### src/sv/ihp_pkg.sv
// shared types, constants and codes of the implicit heat profile step unit
// no dependencies; compiled first
`default_nettype none
package ihp_pkg;

  localparam int MAX_POINTS = 256;
  localparam int IDX_W      = $clog2(MAX_POINTS);
  localparam int CNT_W      = 9;
  localparam int DIV_W      = 52;
  localparam int SUM_W      = 40;

  localparam logic [CNT_W-1:0] MIN_POINTS_C = 9'd20;
  localparam logic [CNT_W-1:0] MAX_POINTS_C = 9'd256;
  localparam logic [31:0]      LEVEL_MIN    = 32'd3277;
  localparam logic [31:0]      SIGN_FLIP    = 32'h8000_0000;
  localparam logic [DIV_W-1:0] ONE_Q32      = 52'h1_0000_0000;

  localparam logic [CNT_W-1:0] POINT_COUNT_RST = 9'd100;
  localparam logic [31:0]      GAIN_RST        = 32'd65536000;

  // op codes; the spare code behaves as compute only
  localparam logic [1:0] OP_COMPUTE = 2'd0;
  localparam logic [1:0] OP_COMMIT  = 2'd1;
  localparam logic [1:0] OP_FILL    = 2'd2;
  localparam logic [1:0] OP_SPARE   = 2'd3;

  // configuration register indexes
  localparam logic CFG_POINT_COUNT = 1'b0;
  localparam logic CFG_GAIN        = 1'b1;

  typedef enum logic [4:0] {
    ST_CLEAR, ST_IDLE, ST_FILL, ST_FLAT, ST_KMUL, ST_KDIV, ST_KWAIT, ST_INIT,
    ST_FRD, ST_FMA, ST_FMB, ST_FDIV, ST_FWA, ST_FWB, ST_BRD, ST_BMUL, ST_BADD,
    ST_MDIV, ST_MWAIT, ST_RESULT
  } state_t;

  typedef struct packed {
    logic             start;
    logic [DIV_W-1:0] hi;
    logic [31:0]      lo;
    logic [DIV_W-1:0] dvs;
  } div_req_t;

  typedef struct packed {
    logic        done;
    logic [31:0] quot;
  } div_rsp_t;

endpackage
`default_nettype wire

### src/sv/ihp_div.sv
// serial restoring divider, one quotient bit per cycle, saturating to 32 bits
// depends on ihp_pkg
`default_nettype none
module ihp_div
  import ihp_pkg::*;
(
  input  wire logic     clk,
  input  wire logic     rst_n,
  input  wire div_req_t req,
  output div_rsp_t      rsp
);

  logic             busy_r, busy_nxt;
  logic             done_r, done_nxt;
  logic [5:0]       cnt_r, cnt_nxt;
  logic [DIV_W-1:0] rem_r, rem_nxt;
  logic [DIV_W-1:0] dvs_r, dvs_nxt;
  logic [31:0]      lo_r, lo_nxt;
  logic [31:0]      quo_r, quo_nxt;
  logic [DIV_W:0]   trial;
  logic [DIV_W:0]   diff;
  logic             ge;

  // one shift-subtract step
  assign trial = {rem_r, lo_r[31]};
  assign ge    = trial >= {1'b0, dvs_r};
  assign diff  = trial - {1'b0, dvs_r};

  always_comb begin
    busy_nxt = busy_r;
    done_nxt = 1'b0;
    cnt_nxt  = cnt_r;
    rem_nxt  = rem_r;
    dvs_nxt  = dvs_r;
    lo_nxt   = lo_r;
    quo_nxt  = quo_r;
    if (req.start) begin
      // quotient too large for 32 bits when the top part already reaches the divisor
      if (req.hi >= req.dvs) begin
        quo_nxt  = '1;
        done_nxt = 1'b1;
        busy_nxt = 1'b0;
      end else begin
        rem_nxt  = req.hi;
        lo_nxt   = req.lo;
        dvs_nxt  = req.dvs;
        cnt_nxt  = 6'd32;
        busy_nxt = 1'b1;
      end
    end else if (busy_r) begin
      rem_nxt = ge ? diff[DIV_W-1:0] : trial[DIV_W-1:0];
      quo_nxt = {quo_r[30:0], ge};
      lo_nxt  = {lo_r[30:0], 1'b0};
      cnt_nxt = cnt_r - 6'd1;
      if (cnt_r == 6'd1) begin
        busy_nxt = 1'b0;
        done_nxt = 1'b1;
      end
    end
  end

  always_ff @(posedge clk) begin
    if (!rst_n) begin
      busy_r <= 1'b0;
      done_r <= 1'b0;
      cnt_r  <= '0;
    end else begin
      busy_r <= busy_nxt;
      done_r <= done_nxt;
      cnt_r  <= cnt_nxt;
    end
    rem_r <= rem_nxt;
    dvs_r <= dvs_nxt;
    lo_r  <= lo_nxt;
    quo_r <= quo_nxt;
  end

  assign rsp.done = done_r;
  assign rsp.quot = quo_r;

endmodule
`default_nettype wire

### config.mk
export PLATFORM = sky130hd
export DESIGN_NAME = ihp_div
export DESIGN_NICKNAME = d
export VERILOG_FILES = /design/src/sv/ihp_pkg.sv /design/src/sv/ihp_div.sv
export SDC_FILE = /design/constraint.sdc
export NUM_CORES = 1
export LEC_CHECK = 0
export BUFFER_PORTS_ARGS = -buffer_cell sky130_fd_sc_hd__buf_2
export CAP_MARGIN = 20
export CORE_ASPECT_RATIO = 1.75
export CORE_MARGIN = 10
export CORE_UTILIZATION = 50
export DETAILED_ROUTE_END_ITERATION = 10
export GPL_TIMING_DRIVEN = 0
export PLACE_DENSITY_LB_ADDON = 0.08
export SYNTH_ARGS = -nofsm -noshare
export SYNTH_HDL_FRONTEND = slang
export SYNTH_SLANG_ARGS = --single-unit
export TNS_END_PERCENT = 10
### constraint.sdc
create_clock -name clk -period 5.5 [get_ports clk]
set_clock_uncertainty 0.2 [all_clocks]
set_input_delay 0.55 -clock clk [delete_from_list [all_inputs] [get_ports clk]]
set_output_delay 0.55 -clock clk [all_outputs]
set_load 0.1 [all_outputs]
Word-level counts from Yosys, hierarchy flattened
Cells that the tools add are included.
Operators by class
  $add $sub $neg: 2
  multiply operators: 0
  divide/modulo/power cells: 0
  order comparisons: 2
  eq/ne operators: 3
  shift operators: 0
  mux-type cells: 21
  bitwise logic cells: 1
  reduce and logical (&&, ||, !) cells: 4
Operator list (number)
  $mux W52: 4
  $mux W32: 6
  $ge A53 B52 Y1: 1
  $ge A52 B52 Y1: 1
  $sub A52 B52 Y52: 1
  $mux W6: 3
  $mux W1: 8
  $eq A6 B1 Y1 const B: 1
  $reduce_and A2 Y1: 3
  $sub A6 B1 Y6 const B: 1
  $ne A2 B1 Y1 const B: 1
  $ne A2 B2 Y1 const B: 1
  $reduce_bool A2 Y1: 1
  $not A1 Y1: 1
Storage, ports and cells
  register bits after elaboration: 176
  bits in latches: 0
  memory bits (writable): 0
  ROM bits: 0
  bits of input ports: 139
  output and inout bits: 33
  word-level logic and storage cells: 40
  memories kept: 0

Depth between registers and ports, before layout
Gate-level depths: netlist of the first run.
  word-level depth: 4
  depth in mapped cells: 15
  depth with buffers taken out: 13

Worst setup path before layout of the first run
OpenSTA, ideal clock, no wires.
  path kind: input to register
  start point: input req[33] in the netlist's numbering
  end point: register cnt_r[5]
  data arrival time: 4.325 ns
  slack: 0.845 ns
  stages: 9
  buffers on the path: 0
  path through: inv_1 -> ha_1 -> nand4_1 -> nor4_1 -> nand4_1 -> o31a_1 -> o211ai_1 -> nand2_1 -> o2111a_1
Between the ends
  longest elaborated chain between the ends: 3
Ends and longest elaborated chain
  start: declaration: line ihp_div.sv:9  | input wire div_req_t req,
  $ge A52 B52 Y1: line ihp_div.sv:39  | if (req.hi >= req.dvs) begin
  $ne A2 B2 Y1 (no source line)
  $reduce_and A2 Y1 (no source line)
  end signal: assignment: line ihp_div.sv:70  | cnt_r <= cnt_nxt;
  end: declaration: line ihp_div.sv:15  | logic [5:0] cnt_r, cnt_nxt;
Every way passes these cells.
A chain may end at the register's enable or synchronous reset.

Final worst setup path of the first run
  start point: register rem_r[3]
  end point: register rem_r[43], data pin
Between the ends
  longest elaborated chain between the ends: 4
  elaborated cells on any way between the ends: 5
  those cells by class: 1 x add/sub; 1 x order compare; 3 x mux
Ends and longest elaborated chain
  start: declaration: line ihp_div.sv:16  | logic [DIV_W-1:0] rem_r, rem_nxt;
  start signal: assignment: line ihp_div.sv:72  | rem_r <= rem_nxt;
  $sub A52 B52 Y52 or $ge A53 B52 Y1 (tied branches): line ihp_div.sv:27, ihp_div.sv:26
  $mux W52 *: line ihp_div.sv:51  | rem_nxt = ge ? diff[DIV_W-1:0] : trial[DIV_W-1:0];
  $mux W52 *: line ihp_div.sv:50  | end else if (busy_r) begin
  $mux W52 *: line ihp_div.sv:37  | if (req.start) begin
  via rem_nxt[43]: line ihp_div.sv:16
The timed path passes the listed nets; every way through them passes the cells marked *. The select of a mux whose other input is x is not followed.

==> results.md, run 1 <==
- Hold Buf Count CTS: 0
- Gate power share: 36.9%
- Slew Viols, Final: 0
- R2r setup slk: 1.00 ns
- Worst EP required: 5.50 ns
- Post-Syn Area per Cell: 9.93 um2
- Kind of critical path: flip-flop to flip-flop
- Post-CTS setup buffers: 0
- Final setup violation count: 0
- TritonCTS clock tree: done
- Yosys reg bits: 176
- EDFF count, synth: 168
- Fmax: 222 MHz
- Die H: 222 um
- Clock slew at reported path FFs: 0.07 ns
- Worst hold slack: 0.0840 ns
- Clock share of power: 25.7%
- Switching fraction of total power: 35.9%
- Vias in the first global route: 9817
- Seq. cell area: 5200 um2
- Commonest cells after routing, fill and taps aside: 190 x buf_2, 168 x edfxtp_1, 130 x inv_1
- Area grow syn2layout: 16.3%
- Mux cell area share after synthesis: 3.36%
- Critical-path cell list: ha_1 > nand3_1 > a21oi_1 > o21ai_2 > a2111oi_0 > o21ai_0 > o31ai_1 > a21boi_0 > xnor2_1 > a221o_1
- GR Util met3: 5.13%
- Final wirelength: 33.1 mm
- Filler instances: 2102
- Fin crit period: 4.50 ns
- Warnings from Yosys: 0
- Vias: 9404
- Pwr dens: 346 nW/um2
- Die Area: 30000 um2
- Hold WC Path Type: input port to flip-flop
- Row cnt: 73
- First-pass GRT wire length: 51.7 mm
- CORE AREA: 22800 um2
- TritonCTS Buffers: 17
- Worst setup EP type: flip-flop
- RR Endpoint: rem_r[43]$_DFFE_PP_
- Placed cell areas: 12900 um2
- Layout cells sized above 1: 22.5%
- Commonest non-fill, non-tap cell in the layout: buf_2
- Sink of the worst hold path: dvs_r[44]$_DFFE_PP_
- Cell Area, Synth: 11600 um2
- Slew headroom: 37.4%
- Die W: 135 um
- Crit path launch type: flip-flop
- Maxcap violations: 0
- IO buf count: 171
- Critical-path maximum fanout: 5
- Adder-Cell Fraction of Synth Area: 11.6%
- Post-CTS Resized: 0
- P_sw: 1.68 mW
- Post-Syn Nets: 1416
- Routed Antenna Nets: 0
- Tcrit/Tclk final: 81.7%
- Global routing's busiest layer: met2
- Hold path startpoint: req[44]
- Sequential fraction of the synthesis area: 44.8%
- Footprint of the multi-input gates: 5720 um2
- RSZ-0062 raised after global routing: false
- Synth Area in XOR/XNOR: 3.24%
- Starting density of the core: 50.9%
- Critical path's largest stage delay: 0.80 ns
- Critical R2R Launch: rem_r[3]$_DFFE_PP_
- Status: finished clean
- P_int: 3.00 mW
- Post-synth ARST share: 0%
- CTS H-tree lvls: 4
- CTS sink cnt: 176
- CTS Buffer Depth: 2
- Grt total ovfl: 0
- Io pins: 172
- DRT iter0 DRCs: 489
- Main combinational cell family by area after synthesis: compound AO/OA/AOI/OAI gates
- WL/cell: 19.7 um
- Synth Area in Compound Gates: 16.9%
- Ys flop type: edfxtp_1
- Hpwl dp: 26.1 mm
- Leakage: 5.85 nW
- Register-to-Register Path Depth: 10
- Initial antenna violation count: 7
- Detailed-route DRC error count: 0
- Post-synth cell types: 72
- Pre-antenna DRT Iters: 5
- Hold path depth: 1
- Simple-gate area share of the yosys netlist: 14.0%
- CP max stage cell: o31ai_1
- Measured slew at the worst slew-check pin: 0.938 ns
- Final Cell Area: 13500 um2
- Arrival time at the worst endpoint: 4.50 ns
- Grt met1 use: 23.6%
- Worst vdd ir: 218 uV
- Final hold violations: 0
- Largest net degree at the start of global routing: 49
- Reg power frac: 37.4%
- GPL Wtd Cong: 0.939
- Grt met2 use: 40.3%
- Root Buffer: clkbuf_16
- Total track usage: 22.2%
- Fin nets: 1610
- Post-Syn Instances: 1170
- Vias per inst: 5.60
- Skew-Pair Late Insertion Delay: 0.45 ns
## per-layer routing
| metal | vias up | wire length [um] |
|---|---|---|
| li1 | 4640 | - |
| met1 | 4464 | 12600 |
| met2 | 230 | 17800 |
| met3 | 62 | 1560 |
| met4 | 8 | 1030 |
| met5 | - | 53 |
## how the worst max path moves through the flow
stage,slack [ns],end,cells after the start,from
4_1_cts,1.12,rem_r[43]$_DFFE_PP_,10,rem_r[3]$_DFFE_PP_
2_1_floorplan,0.85,cnt_r[5]$_SDFFE_PN0P_,9,req[33]
6_report,1.00,rem_r[43]$_DFFE_PP_,10,rem_r[3]$_DFFE_PP_
3_3_place_gp,-1.09,cnt_r[5]$_SDFFE_PN0P_,11,req[119]
5_1_grt,0.73,rem_r[43]$_DFFE_PP_,10,rem_r[7]$_DFFE_PP_
3_5_place_dp,1.13,rem_r[43]$_DFFE_PP_,10,rem_r[3]$_DFFE_PP_
## Yosys cell counts, types with 19 or more instances
| cell | number | area, um2 |
|---|---|---|
| a21o_1 | 38 | 285 |
| a21oi_1 | 85 | 425 |
| a31oi_1 | 32 | 200 |
| buf_2 | 19 | 95.1 |
| clkbuf_1 | 22 | 82.6 |
| edfxtp_1 | 168 | 5040 |
| ha_1 | 106 | 1330 |
| inv_1 | 131 | 492 |
| mux2_2 | 32 | 360 |
| nand2_1 | 113 | 424 |
| nand4_1 | 31 | 194 |
| nor2_1 | 65 | 244 |
| nor3_1 | 20 | 100 |
| o21ai_0 | 55 | 275 |
| or2_2 | 35 | 219 |
| xnor2_1 | 32 | 280 |
## critical path, delay by kind of cell, from the launching register on
kind	cells	cell delay, ns
DFF	1	0.40
and+or+nand+nor	1	0.16
xor gates and xnor gates	1	0.20
AOI/OAI and AO/OA	7	2.88
adders and majority gates	1	0.39
## logic make-up after synthesis
family	Yosys count
muxes	35
AOI/OAI and AO/OA	301
xor gates and xnor gates	43
DFF	176
adders and majority gates	107
and+or+nand+nor	332
buffers and inverters	176
## registers in the layout, summed over array words and instances (netlist names)
| signal | flops |
|---|---|
| dvs_r | 52 |
| lo_r | 32 |
| quo_r | 32 |
| done_r | 1 |
| busy_r | 1 |
| rem_r | 52 |
| cnt_r | 6 |
## power by group through the flow
| stage | clock, mW | sequential (mW) | combinational [mW] |
|---|---|---|---|
| 6_report | 1.20 | 1.75 | 1.73 |
| 3_5_place_dp | 0 | 1.78 | 1.71 |
| 3_3_place_gp | 0 | 1.79 | 1.68 |
| 4_1_cts | 1.23 | 1.75 | 1.72 |
| 2_1_floorplan | 0 | 1.85 | 1.16 |
| 5_1_grt | 1.27 | 1.77 | 1.92 |
## stage by stage
stage               worst slack, ns  util, %  power, mW  setup TNS (ns)  std cells
CTS                            1.12     59.1       4.69               0       1676
global route                  0.730     59.1       4.96               0       1678
finish                         1.00     59.1       4.67               0       1680
detailed placement             1.13     56.6       3.49               0       1644
floorplan                     0.845        -       3.01               0       1170
global placement              -1.09     56.3       3.47          -84.40       1641
## final cells by class
cell class / count / share of cell area (%)
diodes: 3 / 0.0556
plain buffers: 45 / 1.55
clock buffers: 20 / 3.23
clock inverters: 12 / 0.982
inverters: 131 / 3.64
multi-input cells: 818 / 42.3
flip-flops and latches: 176 / 38.5
well taps: 300 / 2.78
repair buffers: 175 / 6.89
(Power assumes the default switching activity.)
==> run 2: changes to the inputs <==
==> constraint.sdc (replaced) <==
create_clock -name clk -period 3.85 [get_ports clk]
set_clock_uncertainty 0.2 [all_clocks]
set_input_delay 0.385 -clock clk [delete_from_list [all_inputs] [get_ports clk]]
set_output_delay 0.385 -clock clk [all_outputs]
set_load 0.1 [all_outputs]
==> run 2 against run 1 <==
Final area rose by 5.0%. Utilization is 2.9 points higher. Largest cell class unchanged. Cell count grew 3.6%. Die area unchanged. Fmax is 18% higher. Flip-flop and latch count is the same.
==> results.md, run 2 (synthesized netlist as in run 1, its figures left out) <==
- CTS H-tree lvls: 4
- Area grow syn2layout: 22.1%
- Layout cells sized above 1: 23.0%
- Leakage: 6.13 nW
- Pwr dens: 473 nW/um2
- Routed Antenna Nets: 0
- Filler instances: 2039
- Arrival time at the worst endpoint: 3.82 ns
- IO buf count: 171
- Hold path depth: 2
- CP Launch Point: lo_r[31]$_DFFE_PP_
- Crit path launch type: flip-flop
- Reg power frac: 37.3%
- Final hold violations: 0
- Skew-Pair Late Insertion Delay: 0.47 ns
- Pre-antenna DRT Iters: 5
- Row cnt: 73
- GPL Wtd Cong: 0.942
- Register-to-Register Path Depth: 13
- Hpwl dp: 25.7 mm
- Critical R2R Launch: lo_r[31]$_DFFE_PP_
- Vias in the first global route: 10300
- WL/cell: 19.2 um
- Commonest cells after routing, fill and taps aside: 185 x buf_2, 168 x edfxtp_1, 130 x inv_1
- Slew headroom: 39.3%
- Hold WC Path Type: input port to flip-flop
- Final setup violation count: 0
- Switching fraction of total power: 37.0%
- Measured slew at the worst slew-check pin: 0.911 ns
- Worst EP required: 3.87 ns
- Hold path startpoint: req[52]
- Io pins: 172
- Clock slew at reported path FFs: 0.07 ns
- Fin crit period: 3.81 ns
- R2r setup slk: 0.04 ns
- Die H: 222 um
- Clock share of power: 24.5%
- Total track usage: 22.3%
- CORE AREA: 22800 um2
- Fmax: 263 MHz
- Starting density of the core: 50.9%
- Critical-path maximum fanout: 5
- DRT iter0 DRCs: 548
- Status: finished clean
- TritonCTS Buffers: 17
- Critical-path cell list: inv_1 > ha_1 > inv_1 > fa_1 > a21oi_2 > o22ai_1 > a311oi_4 > o211ai_1 > a21oi_2 > o41a_1 > a21oi_1 > or4b_1 > and4_1
- Global routing's busiest layer: met2
- CP max stage cell: or4b_1
- Regs by FF count: dvs_r (52), rem_r (52)
- CTS Buffer Depth: 2
- P_int: 4.23 mW
- Vias: 9715
- TritonCTS clock tree: done
- Final Cell Area: 14200 um2
- Gate power share: 38.3%
- Fin nets: 1674
- Sink of the worst hold path: lo_r[0]$_SDFFCE_PN0P_
- First-pass GRT wire length: 52.7 mm
- Placed cell areas: 12900 um2
- Kind of critical path: flip-flop to flip-flop
- N_diodes: 0
- Tcrit/Tclk final: 98.9%
- RR Endpoint: rem_r[44]$_DFFE_PP_
- Worst setup EP type: flip-flop
- Die Area: 30000 um2
- RSZ-0062 raised after global routing: true
- Die W: 135 um
- Final wirelength: 33.4 mm
- Grt met2 use: 40.6%
- Setup TNS: 0 ns
- Largest net degree at the start of global routing: 53
- GR Util met3: 4.20%
- Root Buffer: clkbuf_16
- Vias per inst: 5.58
- Detailed-route DRC error count: 0
- P_sw: 2.48 mW
- Grt total ovfl: 0
- Initial antenna violation count: 2
- Worst vdd ir: 367 uV
- Critical path's largest stage delay: 0.49 ns
- CTS sink cnt: 176
- Commonest non-fill, non-tap cell in the layout: buf_2
- Maxcap violations: 0
- Grt met1 use: 23.4%
- Slew Viols, Final: 0
[run 2: cell count changes in the layout (fill, tap and decap cells not counted), sizes merged]
cell,previous run,this run
nand2,113,114
dlygate4sd3,0,53
bufinv,2,0
inv,134,136
diode,3,0
clkbuf,43,44
clkinvlp,1,3
buf,197,204
[run 2: cell type report]
class,instances,area [um2],share of cell area [%]
multi-input combinational,819,5800,40.9
sequential,176,5200,36.7
timing repair buffer,238,1540,10.9
inverter,131,493,3.48
clock buffer,18,429,3.03
tap,300,375,2.65
buffer,45,224,1.58
clock inverter,14,106,0.750
[run 2: what timing repair did]
action,4_1_cts,5_1_grt
cloned,0,1
setup buffers,5,5
pin swaps,7,5
setup endpoints to repair,52,140
hold buffers,53,0
endpoints found under the hold margin,53,0
gates resized for setup,8,21
[run 2: layer usage]
layer / up-vias / share of wire (%)
li1: 4773 / -
met1: 4620 / 38
met2: 235 / 53
met3: 83 / 4.2
met4: 4 / 4.3
met5: - / 0.069
[run 2: power by group through the flow]
stage	clock network [mW]	registers [mW]	logic (mW)
floorplan	0	2.64	1.66
global placement	0	2.54	2.39
detailed placement	0	2.54	2.44
CTS	1.66	2.50	2.52
global route	1.73	2.52	2.83
finish	1.64	2.50	2.57
[run 2: metrics by stage]
| step | power (mW) | util (%) | instances | setup slack (ns) | hold slack (ns) |
|---|---|---|---|---|---|
| global route | 7.08 | 62.1 | 1741 | -0.114 | 0.0190 |
| global placement | 4.93 | 56.3 | 1641 | -1.20 | 0.260 |
| floorplan | 4.30 | - | 1170 | 0.181 | 0.240 |
| CTS | 6.68 | 61.7 | 1735 | 0.0195 | 0.00228 |
| finish | 6.71 | 62.1 | 1741 | 0.0438 | 0.0138 |
| detailed placement | 4.97 | 56.6 | 1645 | -0.475 | 0.285 |
[run 2: critical path: cells and delay by family, from the launching register on]
family                   cells  cell delay [ns]
AND/OR/NAND/NOR              2             0.70
flip-flops                   1             0.39
AO/OA/AOI/OAI                7             1.55
adder cells (fa/ha/maj)      2             0.57
buffers and inverters        2             0.14
[run 2: worst max path at each step]
stage | to | slack (ns)
6_report | rem_r[44]$_DFFE_PP_ | 0.04
3_3_place_gp | cnt_r[5]$_SDFFE_PN0P_ | -1.20
5_1_grt | rem_r[44]$_DFFE_PP_ | -0.11
2_1_floorplan | cnt_r[5]$_SDFFE_PN0P_ | 0.18
3_5_place_dp | rem_r[46]$_DFFE_PP_ | -0.47
4_1_cts | rem_r[13]$_DFFE_PP_ | 0.02
